## src/hw/rtl/rarmt_pkg.sv

```systemverilog
// Shared types and constants for the range-add / range-max lazy segment tree.
// Used by every file of the block; depends on nothing.
package rarmt_pkg;

  localparam int unsigned IDX_W = 11;
  localparam int unsigned ADD_W = 48;
  localparam int unsigned VAL_W = 64;

  localparam logic [VAL_W-1:0] NEG_INF = 64'hF000_0000_0000_0001;

  localparam logic OP_ADD   = 1'b0;
  localparam logic OP_QUERY = 1'b1;

  typedef enum logic [3:0] {
    ST_CLEAR,
    ST_IDLE,
    ST_PUSH_SEL,
    ST_PUSH_CHK,
    ST_PUSH_L,
    ST_PUSH_R,
    ST_TAG_B,
    ST_TAG_BW,
    ST_TAG_A,
    ST_TAG_AW,
    ST_TAG_SH,
    ST_FIX_SEL,
    ST_FIX_L,
    ST_FIX_R,
    ST_DONE
  } state_t;

  typedef struct packed {
    logic max_we;
    logic pend_we;
  } wr_en_t;

endpackage

```

## src/hw/rtl/rarmt_seq.sv

```systemverilog
// Sequencer: push-down, tagging / query walk and ancestor fix-up over the node store.
// Depends on rarmt_pkg.
module rarmt_seq #(
  parameter int unsigned TREE_LEVELS = 10
) (
  input  logic                        clk,
  input  logic                        rst_n,
  input  logic [TREE_LEVELS:0]        n0,
  input  logic                        in_valid,
  output logic                        in_ready,
  input  logic                        in_op,
  input  logic [rarmt_pkg::IDX_W-1:0] in_start,
  input  logic [rarmt_pkg::IDX_W-1:0] in_end,
  input  logic [rarmt_pkg::ADD_W-1:0] in_value,
  output logic                        res_valid,
  input  logic                        res_ready,
  output logic [rarmt_pkg::VAL_W-1:0] res_data,
  output logic [TREE_LEVELS:0]        rd_addr,
  input  logic [rarmt_pkg::VAL_W-1:0] rd_max,
  input  logic [rarmt_pkg::VAL_W-1:0] rd_pend,
  output logic [TREE_LEVELS:0]        wr_addr,
  output rarmt_pkg::wr_en_t           wr_en,
  output logic [rarmt_pkg::VAL_W-1:0] wd_max,
  output logic [rarmt_pkg::VAL_W-1:0] wd_pend
);

  localparam int unsigned KW  = TREE_LEVELS + 1;
  localparam int unsigned AW  = TREE_LEVELS + 2;
  localparam int unsigned LVW = $clog2(TREE_LEVELS + 2);
  localparam logic [LVW-1:0] LVL_TOP = LVW'(TREE_LEVELS + 1);
  localparam logic [LVW-1:0] LVL_BOT = LVW'(1);

  rarmt_pkg::state_t state_r, state_nxt;

  logic [KW-1:0]  clr_r, clr_nxt;
  logic [LVW-1:0] lvl_r, lvl_nxt;
  logic           side_r, side_nxt;
  logic           op_r, op_nxt;
  logic [AW-1:0]  ea_r, ea_nxt, eb_r, eb_nxt;
  logic [AW-1:0]  a_r, a_nxt, b_r, b_nxt;
  logic [KW-1:0]  kn_r, kn_nxt;
  logic [rarmt_pkg::VAL_W-1:0] val_r, val_nxt, tag_r, tag_nxt;
  logic [rarmt_pkg::VAL_W-1:0] left_r, left_nxt, best_r, best_nxt;

  logic [AW-1:0] at, bt, lmask, kfull, bm1;
  logic          first, inc_a, inc_b, usable;
  logic          push_last, fix_last;
  logic [LVW-1:0] push_lvl, fix_lvl;
  logic           push_side, fix_side;
  logic [31:0]    lo32, hi32, n032, lo_c, hi_c;

  always_comb begin
    at    = ea_r >> lvl_r;
    bt    = eb_r >> lvl_r;
    lmask = (AW'(1) << lvl_r) - AW'(1);
    first = at < bt;
    inc_a = (at != '0) && (first ? ((ea_r & lmask) != '0) : 1'b1);
    inc_b = (at != '0) && first && ((eb_r & lmask) != '0);
    kfull = side_r ? bt : at;
    usable = (side_r ? inc_b : inc_a) && (kfull != '0) && (kfull < {1'b0, n0});
    bm1 = b_r - AW'(1);

    push_last = (lvl_r == LVL_BOT) && side_r;
    push_side = ~side_r;
    push_lvl  = side_r ? lvl_r - LVW'(1) : lvl_r;
    fix_last  = (lvl_r == LVL_TOP) && !side_r;
    fix_side  = ~side_r;
    fix_lvl   = side_r ? lvl_r : lvl_r + LVW'(1);

    lo32 = {{(32 - rarmt_pkg::IDX_W){1'b0}}, in_start};
    hi32 = {{(32 - rarmt_pkg::IDX_W){1'b0}}, in_end};
    n032 = {{(32 - KW){1'b0}}, n0};
    lo_c = (lo32 > n032) ? n032 : lo32;
    hi_c = (hi32 > n032) ? n032 : hi32;
  end

  always_ff @(posedge clk) begin
    if (!rst_n) begin
      state_r <= rarmt_pkg::ST_CLEAR;
      clr_r   <= '0;
    end else begin
      state_r <= state_nxt;
      clr_r   <= clr_nxt;
    end
    lvl_r  <= lvl_nxt;
    side_r <= side_nxt;
    op_r   <= op_nxt;
    ea_r   <= ea_nxt;
    eb_r   <= eb_nxt;
    a_r    <= a_nxt;
    b_r    <= b_nxt;
    kn_r   <= kn_nxt;
    val_r  <= val_nxt;
    tag_r  <= tag_nxt;
    left_r <= left_nxt;
    best_r <= best_nxt;
  end

  always_comb begin
    state_nxt = state_r;
    clr_nxt   = clr_r;
    lvl_nxt   = lvl_r;
    side_nxt  = side_r;
    op_nxt    = op_r;
    ea_nxt    = ea_r;
    eb_nxt    = eb_r;
    a_nxt     = a_r;
    b_nxt     = b_r;
    kn_nxt    = kn_r;
    val_nxt   = val_r;
    tag_nxt   = tag_r;
    left_nxt  = left_r;
    best_nxt  = best_r;
    in_ready  = 1'b0;
    res_valid = 1'b0;
    rd_addr   = kn_r;
    wr_addr   = kn_r;
    wr_en     = '0;
    wd_max    = rd_max + tag_r;
    wd_pend   = rd_pend + tag_r;

    unique case (state_r)
      rarmt_pkg::ST_CLEAR: begin
        wr_addr = clr_r;
        wr_en   = '{max_we: 1'b1, pend_we: 1'b1};
        wd_max  = '0;
        wd_pend = '0;
        clr_nxt = clr_r + KW'(1);
        if (clr_r == '1) begin
          state_nxt = rarmt_pkg::ST_IDLE;
        end
      end
      rarmt_pkg::ST_IDLE: begin
        in_ready = 1'b1;
        if (in_valid) begin
          op_nxt   = in_op;
          ea_nxt   = AW'(lo_c + n032);
          eb_nxt   = AW'(hi_c + n032);
          a_nxt    = AW'(lo_c + n032);
          b_nxt    = AW'(hi_c + n032);
          val_nxt  = {{(rarmt_pkg::VAL_W - rarmt_pkg::ADD_W){in_value[rarmt_pkg::ADD_W-1]}},
                      in_value};
          best_nxt = rarmt_pkg::NEG_INF;
          lvl_nxt  = LVL_TOP;
          side_nxt = 1'b0;
          state_nxt = rarmt_pkg::ST_PUSH_SEL;
        end
      end
      rarmt_pkg::ST_PUSH_SEL: begin
        if (usable) begin
          rd_addr   = kfull[KW-1:0];
          kn_nxt    = kfull[KW-1:0];
          state_nxt = rarmt_pkg::ST_PUSH_CHK;
        end else begin
          lvl_nxt  = push_lvl;
          side_nxt = push_side;
          state_nxt = push_last ? rarmt_pkg::ST_TAG_B : rarmt_pkg::ST_PUSH_SEL;
        end
      end
      rarmt_pkg::ST_PUSH_CHK: begin
        if (rd_pend == '0) begin
          lvl_nxt  = push_lvl;
          side_nxt = push_side;
          state_nxt = push_last ? rarmt_pkg::ST_TAG_B : rarmt_pkg::ST_PUSH_SEL;
        end else begin
          tag_nxt   = rd_pend;
          wr_en     = '{max_we: 1'b0, pend_we: 1'b1};
          wd_pend   = '0;
          rd_addr   = {kn_r[KW-2:0], 1'b0};
          state_nxt = rarmt_pkg::ST_PUSH_L;
        end
      end
      rarmt_pkg::ST_PUSH_L: begin
        wr_addr   = {kn_r[KW-2:0], 1'b0};
        wr_en     = '{max_we: 1'b1, pend_we: 1'b1};
        rd_addr   = {kn_r[KW-2:0], 1'b1};
        state_nxt = rarmt_pkg::ST_PUSH_R;
      end
      rarmt_pkg::ST_PUSH_R: begin
        wr_addr  = {kn_r[KW-2:0], 1'b1};
        wr_en    = '{max_we: 1'b1, pend_we: 1'b1};
        lvl_nxt  = push_lvl;
        side_nxt = push_side;
        state_nxt = push_last ? rarmt_pkg::ST_TAG_B : rarmt_pkg::ST_PUSH_SEL;
      end
      rarmt_pkg::ST_TAG_B: begin
        if (!(a_r < b_r)) begin
          if (op_r == rarmt_pkg::OP_ADD) begin
            lvl_nxt   = LVL_BOT;
            side_nxt  = 1'b1;
            state_nxt = rarmt_pkg::ST_FIX_SEL;
          end else begin
            state_nxt = rarmt_pkg::ST_DONE;
          end
        end else if (b_r[0]) begin
          b_nxt   = bm1;
          rd_addr = bm1[KW-1:0];
          state_nxt = (bm1 != '0) ? rarmt_pkg::ST_TAG_BW : rarmt_pkg::ST_TAG_A;
        end else begin
          state_nxt = rarmt_pkg::ST_TAG_A;
        end
      end
      rarmt_pkg::ST_TAG_BW: begin
        wr_addr = b_r[KW-1:0];
        wd_max  = rd_max + val_r;
        wd_pend = rd_pend + val_r;
        if (op_r == rarmt_pkg::OP_ADD) begin
          wr_en = '{max_we: 1'b1, pend_we: 1'b1};
        end else if ($signed(rd_max) > $signed(best_r)) begin
          best_nxt = rd_max;
        end
        state_nxt = rarmt_pkg::ST_TAG_A;
      end
      rarmt_pkg::ST_TAG_A: begin
        rd_addr = a_r[KW-1:0];
        state_nxt = a_r[0] ? rarmt_pkg::ST_TAG_AW : rarmt_pkg::ST_TAG_SH;
      end
      rarmt_pkg::ST_TAG_AW: begin
        wr_addr = a_r[KW-1:0];
        wd_max  = rd_max + val_r;
        wd_pend = rd_pend + val_r;
        if (op_r == rarmt_pkg::OP_ADD) begin
          wr_en = '{max_we: 1'b1, pend_we: 1'b1};
        end else if ($signed(rd_max) > $signed(best_r)) begin
          best_nxt = rd_max;
        end
        a_nxt = a_r + AW'(1);
        state_nxt = rarmt_pkg::ST_TAG_SH;
      end
      rarmt_pkg::ST_TAG_SH: begin
        a_nxt = a_r >> 1;
        b_nxt = b_r >> 1;
        state_nxt = rarmt_pkg::ST_TAG_B;
      end
      rarmt_pkg::ST_FIX_SEL: begin
        if (usable) begin
          kn_nxt    = kfull[KW-1:0];
          rd_addr   = {kfull[KW-2:0], 1'b0};
          state_nxt = rarmt_pkg::ST_FIX_L;
        end else begin
          lvl_nxt  = fix_lvl;
          side_nxt = fix_side;
          state_nxt = fix_last ? rarmt_pkg::ST_IDLE : rarmt_pkg::ST_FIX_SEL;
        end
      end
      rarmt_pkg::ST_FIX_L: begin
        left_nxt  = rd_max;
        rd_addr   = {kn_r[KW-2:0], 1'b1};
        state_nxt = rarmt_pkg::ST_FIX_R;
      end
      rarmt_pkg::ST_FIX_R: begin
        wr_en    = '{max_we: 1'b1, pend_we: 1'b0};
        wd_max   = ($signed(left_r) > $signed(rd_max)) ? left_r : rd_max;
        lvl_nxt  = fix_lvl;
        side_nxt = fix_side;
        state_nxt = fix_last ? rarmt_pkg::ST_IDLE : rarmt_pkg::ST_FIX_SEL;
      end
      rarmt_pkg::ST_DONE: begin
        res_valid = 1'b1;
        if (res_ready) begin
          state_nxt = rarmt_pkg::ST_IDLE;
        end
      end
      default: begin
        state_nxt = rarmt_pkg::ST_IDLE;
      end
    endcase
  end

  assign res_data = best_r;

endmodule

```

## config.mk

```make
export PLATFORM = sky130hd
export DESIGN_NAME = rarmt_seq
export DESIGN_NICKNAME = d
export VERILOG_FILES = /design/src/hw/rtl/rarmt_pkg.sv /design/src/hw/rtl/rarmt_seq.sv
export SDC_FILE = /design/constraint.sdc
export NUM_CORES = 2
export LEC_CHECK = 0
export BUFFER_PORTS_ARGS = -buffer_cell sky130_fd_sc_hd__buf_2
export CORE_MARGIN = 2
export CORE_UTILIZATION = 40
export DETAILED_ROUTE_END_ITERATION = 10
export PLACE_DENSITY = 0.55
export REMOVE_ABC_BUFFERS = 1
export SLEW_MARGIN = 5
export SYNTH_ARGS = -nofsm -noshare
export SYNTH_HDL_FRONTEND = slang
export SYNTH_SLANG_ARGS = --single-unit
```

## constraint.sdc

```tcl
create_clock -name clk -period 34.4 [get_ports clk]
set_input_delay 6.88 -clock clk [delete_from_list [all_inputs] [get_ports clk]]
set_output_delay 6.88 -clock clk [all_outputs]
set_load 0.1 [all_outputs]
```

# Yosys cells after proc, flatten, opt, wreduce, memory -nomap -nowiden
# Index checks and enable logic that the tools add are counted.
# op_classes
n_reduce_logical	34
mul	0
n_eq_ne	30
add_sub_neg	12
mux	60
n_shift	3
div	0
order_cmp	7
bitwise	4
# op_table
cell	n
case mux 64 bit (3 select lines)	2
2-to-1 mux 64 bit	5
adder 64 bit	4
> comparator 64 bit	2
case mux 64 bit (2 select lines)	1
2-to-1 mux 11 bit	7
case mux 12 bit (3 select lines)	2
case mux 11 bit (6 select lines)	1
logical NOT 64 bit	1
2-to-1 mux 4 bit	16
2-to-1 mux 12 bit	5
case mux 4 bit (15 select lines)	1
nonzero test 12 bit	5
case mux 11 bit (5 select lines)	1
== test 4 bit, second input constant	8
case mux 4 bit (7 select lines)	1
adder 11 x 11 -> 12 bit	2
AND 12 bit	2
< comparator 12 bit	2
>> shifter 12 x 4 -> 12 bit	2
> comparator 11 bit	2
inequality test 2 bit, second input constant	11
== test 4 x 3 -> 1 bit, second input constant	4
adder 12 x 1 -> 12 bit, second input constant	1
other kinds (31)	62
# totals
out_inout_bits	218
mem_count	0
in_bits	214
ram_bits	0
reg_bits	320
latchBits	0
rom_bits	0

# Logic depth before layout (Yosys ltp)
# depth
depth_word	11
ltp_mapped	25

# Least setup slack after synthesis
# Ideal clock, no wire load.
# synth_path
path_type	input to output
start	input rd_pend[15] (netlist name)
end	output rd_addr[5]
arrival_time_ps	15808
path_stages	11
path_slack_ps	11712
path_cell_list	nor4_1 > nand4_1 > nor4_1 > nor4_1 > a21o_1 > clkbuf_1 > a221oi_1 > o21ai_0 > a21oi_1 > nor2_1 > a2bb2oi_1
# synth_via
elab_chain_cells	3
# synth_lines
element	line_no	text
start: declaration	rarmt_seq.sv:20	input logic [rarmt_pkg::VAL_W-1:0] rd_pend,
logical NOT 64 bit	rarmt_seq.sv:161	if (rd_pend == '0) begin
2-to-1 mux 11 bit	rarmt_seq.sv:161	
case mux 11 bit (6 select lines)	rarmt_seq.sv:122	unique case (state_r)
end: declaration	rarmt_seq.sv:18	output logic [TREE_LEVELS:0] rd_addr,
# No other way between the ends.

# Worst setup path after layout
# layout_path
start	input rd_max[63] (netlist name)
end	output wd_max[63] (netlist name)
# layout_via
elab_chain_cells	3
elab_cells_between_ends	5
classes_between	add/sub: 2; order compare: 1; mux: 2
# layout_lines
element	line_no	text
start: declaration	rarmt_seq.sv:19	input logic [rarmt_pkg::VAL_W-1:0] rd_max,
> comparator 64 bit	rarmt_seq.sv:253	wd_max = ($signed(left_r) > $signed(rd_max)) ? left_r : rd_max;
2-to-1 mux 64 bit	rarmt_seq.sv:253	
case mux 64 bit (3 select lines) *	rarmt_seq.sv:122	
end: declaration	rarmt_seq.sv:23	output logic [rarmt_pkg::VAL_W-1:0] wd_max,
# Every way passes the cells marked *; elsewhere a longest branch is shown, timed or not.

==> key figures <==
Synth
  • Mean post-synth cell area: 8.40 um2
  • Yosys reg bits: 320
  • EDFF count, synth: slightly above 300
  • Mapped Cells: 3962
  • Netlist area before placement: 33300 um2
  • Synthesis Warnings: 0
  • Netlist cell types: 86
  • Most used flip-flop cell after synthesis: edfxtp_1
  • Share of flip-flops with an asynchronous set or reset: 0%
  • Sequential fraction of the synthesis area: about 28%

Clocking
  • CTS Sinks: 320
  • CTS H-Tree Depth: 2
  • Hold Buf Count CTS: 0
  • CTS tree: yes
  • Post_cts resized: 0
  • Clk pin slew, worst setup/hold paths: 0.05 ns
  • Root buffer selected by CTS: clkbuf_16
  • Clock Tree Buf Depth: 3
  • CTS buffer count: 42
  • Worst-skew pair later-pin latency: 0.59 ns
  • Setup repair bufs after CTS: 0

Timing
  • FMAX: 52.1 MHz
  • Final period utilization: between 50% and 60%
  • Final worst slack: 15.19 ns
  • Minimum clock period: 19.21 ns
  • Setup violations, final: 0
  • Skew final: 0.0271 ns
  • Final Hold Fails: 0
  • Actual slew at the worst max-slew pin: 1.22 ns
  • Slew HR: 16.4%
  • RSZ-0062 raised after global routing: false
  • Setup TNS: 0 ns
  • Max-slew violation count: 0

Route
  • DRT Pass-1 Iters: 7
  • WL/cell: 23.8 um
  • Drt total wl: roughly 130000 um
  • First DRT Iteration DRCs: 2735
  • Routed vias: 32538
  • DRC viols: 0
  • Via/cell ratio: 6.00
  • Routed Antenna Nets: 0

Placed design
  • Port Buffer Count: 431
  • Dpl ws: ~15 ns
  • Placed cell areas: between 30000 and 40000 um2
  • Hpwl dp: 104000 um
  • Final Wtd Congestion: 0.964
  • DP Cell Count: 5329

Worst setup path
  • Crit path kind: in -> out
  • Worst EP required: 27.52 ns
  • Worst Path Max Fanout: between 60 and 70
  • Startpoint Class: input pin
  • Critical Path Sink Type: output port
  • Crit path DAT: 12.33 ns

Global route
  • Grt ovf: 0
  • First-pass GRT wire length: 192000 um
  • Overall routing resource usage: 29.2%
  • Initial antenna violation count: 19
  • Largest net degree at the start of global routing: 73
  • Number of global-route vias before repair: 30770

Power
  • Maximum VDD drop: 0.0335 mV
  • Overall power: 0.00111 W
  • Leakage: 16.7 nW
  • Power density over the cells: just under 30 nW/um2

Die
  • Ports: about 430
  • Starting Density: 40.4%
  • Core Area: 82200 um2
  • Die span in y: slightly below 300 um
  • Die area: about 85000 um2
  • Die W: 292 um
  • Row count: around 110

Run
  • MaxCap Viol Count: 0

Status
  • Outcome: finished clean

Cells and area
  • Filler-free cell count of the finished design: 5424
  • Final net count: 4925
  • Layout area overhead: 13.9%
  • Layout cell share with drive strength beyond 1: 14.8%
  • Fin area: 37900 um2

Min path
  • Worst hold path class: reg -> reg
## per-layer routing
metal | GRT usage (%) | up-vias | wire length, um
li1 | - | 15644 | -
met1 | 40.2 | 15519 | 57100
met2 | 47.3 | 1172 | 59300
met3 | 3.79 | 199 | 8560
met4 | 9.52 | 4 | 4370
met5 | 0 | - | 23
## report_power, final
group	total (W)	switching (W)	internal (W)	leakage, nW
Sequential	0.000430	0.000000367	0.000430	2.88
Combinational	0.000231	0.000140	0.0000916	13.2
Clock	0.000447	0.000188	0.000260	0.672
Total	0.00111	0.000328	0.000781	16.7
## worst max-delay path, cell delays in order
cell and delay, ns:
buf_2 0.13, inv_1 0.09, ha_1 0.49, nand4_1 0.19, nor3_1 0.48, nand3_1 0.23, nor3_1 0.66, o41ai_1 0.39
o211ai_1 0.27, mux2i_4 0.30, buf_4 0.52, buf_4 0.67, o31ai_1 0.11, or4_1 0.51, buf_2 0.31
## registers in the layout, indices dropped and copies added, names as in the netlist, 4 cells and up
name,cells
tag_r,64
ea_r,12
left_r,64
a_r,12
lvl_r,4
kn_r,11
res_data,64
clr_r,11
val_r,48
state_r,4
eb_r,12
b_r,12
## synthesized netlist by cell type, drive strengths merged (39+ instances only)
cell type	n	area, um2
a21o	170	1280
a21oi	385	1930
a22oi	39	293
a31oi	47	294
and3	39	244
clkbuf	153	574
edfxtp	305	9160
ha	403	5040
inv	230	863
mux2	57	653
nand2	398	1490
nand3	80	400
nand4	86	538
nor2	340	1280
nor3	79	407
nor4	40	250
o211ai	42	315
o21ai	171	856
o21bai	50	375
o22ai	120	751
xnor2	111	972
xor2	102	893
## final timing paths
check | slack (ns) | from | depth (start not counted) | to
min reg2reg | 0.50 | clr_r[1]$_SDFFE_PN0P_ | 2 | clr_r[1]$_SDFFE_PN0P_
max reg2reg | 28.85 | lvl_r[0]$_DFFE_PP_ | 17 | lvl_r[2]$_DFFE_PP_
max | 15.19 | rd_max[63] | 15 | wd_max[63]
min | 0.50 | clr_r[1]$_SDFFE_PN0P_ | 2 | clr_r[1]$_SDFFE_PN0P_
## cells in the final DEF, fill, tap and decap left out, types with 102 or more instances in the layout
cell type	n
xor2_1	102
a21o_1	170
ha_1	403
nor2_1	338
inv_1	229
nand2_1	396
a21oi_1	384
xnor2_1	111
o22ai_1	120
buf_2	431
o21ai_0	169
edfxtp_1	305
## final cells by class
class                      count  area [um2]
multi-input combinational   3231       22300
inverter                     233         877
antenna                       18        45.0
clock inverter                29         267
fill                        8291       44400
timing repair buffer         475        2490
clock buffer                  48        1090
sequential                   320        9460
tap                         1070        1340
## metrics by stage
stage                     hold slack, ns  util, %
after floorplan                    0.461        -
after global placement             0.487     44.4
after detailed placement           0.494     44.4
after CTS                          0.503     46.0
after global routing               0.526     46.0
final                              0.503     46.1
## kinds of logic (layout without fill, tap and decap cells)
| family | count (synthesis) | count (layout) | synth area share, % |
|---|---|---|---|
| buffers and inverters | 411 | 785 | 4.73 |
| other | 0 | 18 | 0 |
| adders and majority gates | 408 | 408 | 15.5 |
| and+or+nand+nor | 1216 | 1216 | 17.0 |
| DFF | 320 | 320 | 28.4 |
| AOI/OAI and AO/OA | 1307 | 1307 | 25.7 |
| xor gates and xnor gates | 213 | 213 | 5.61 |
| muxes | 87 | 87 | 3.05 |
(Power assumes the default switching activity.)
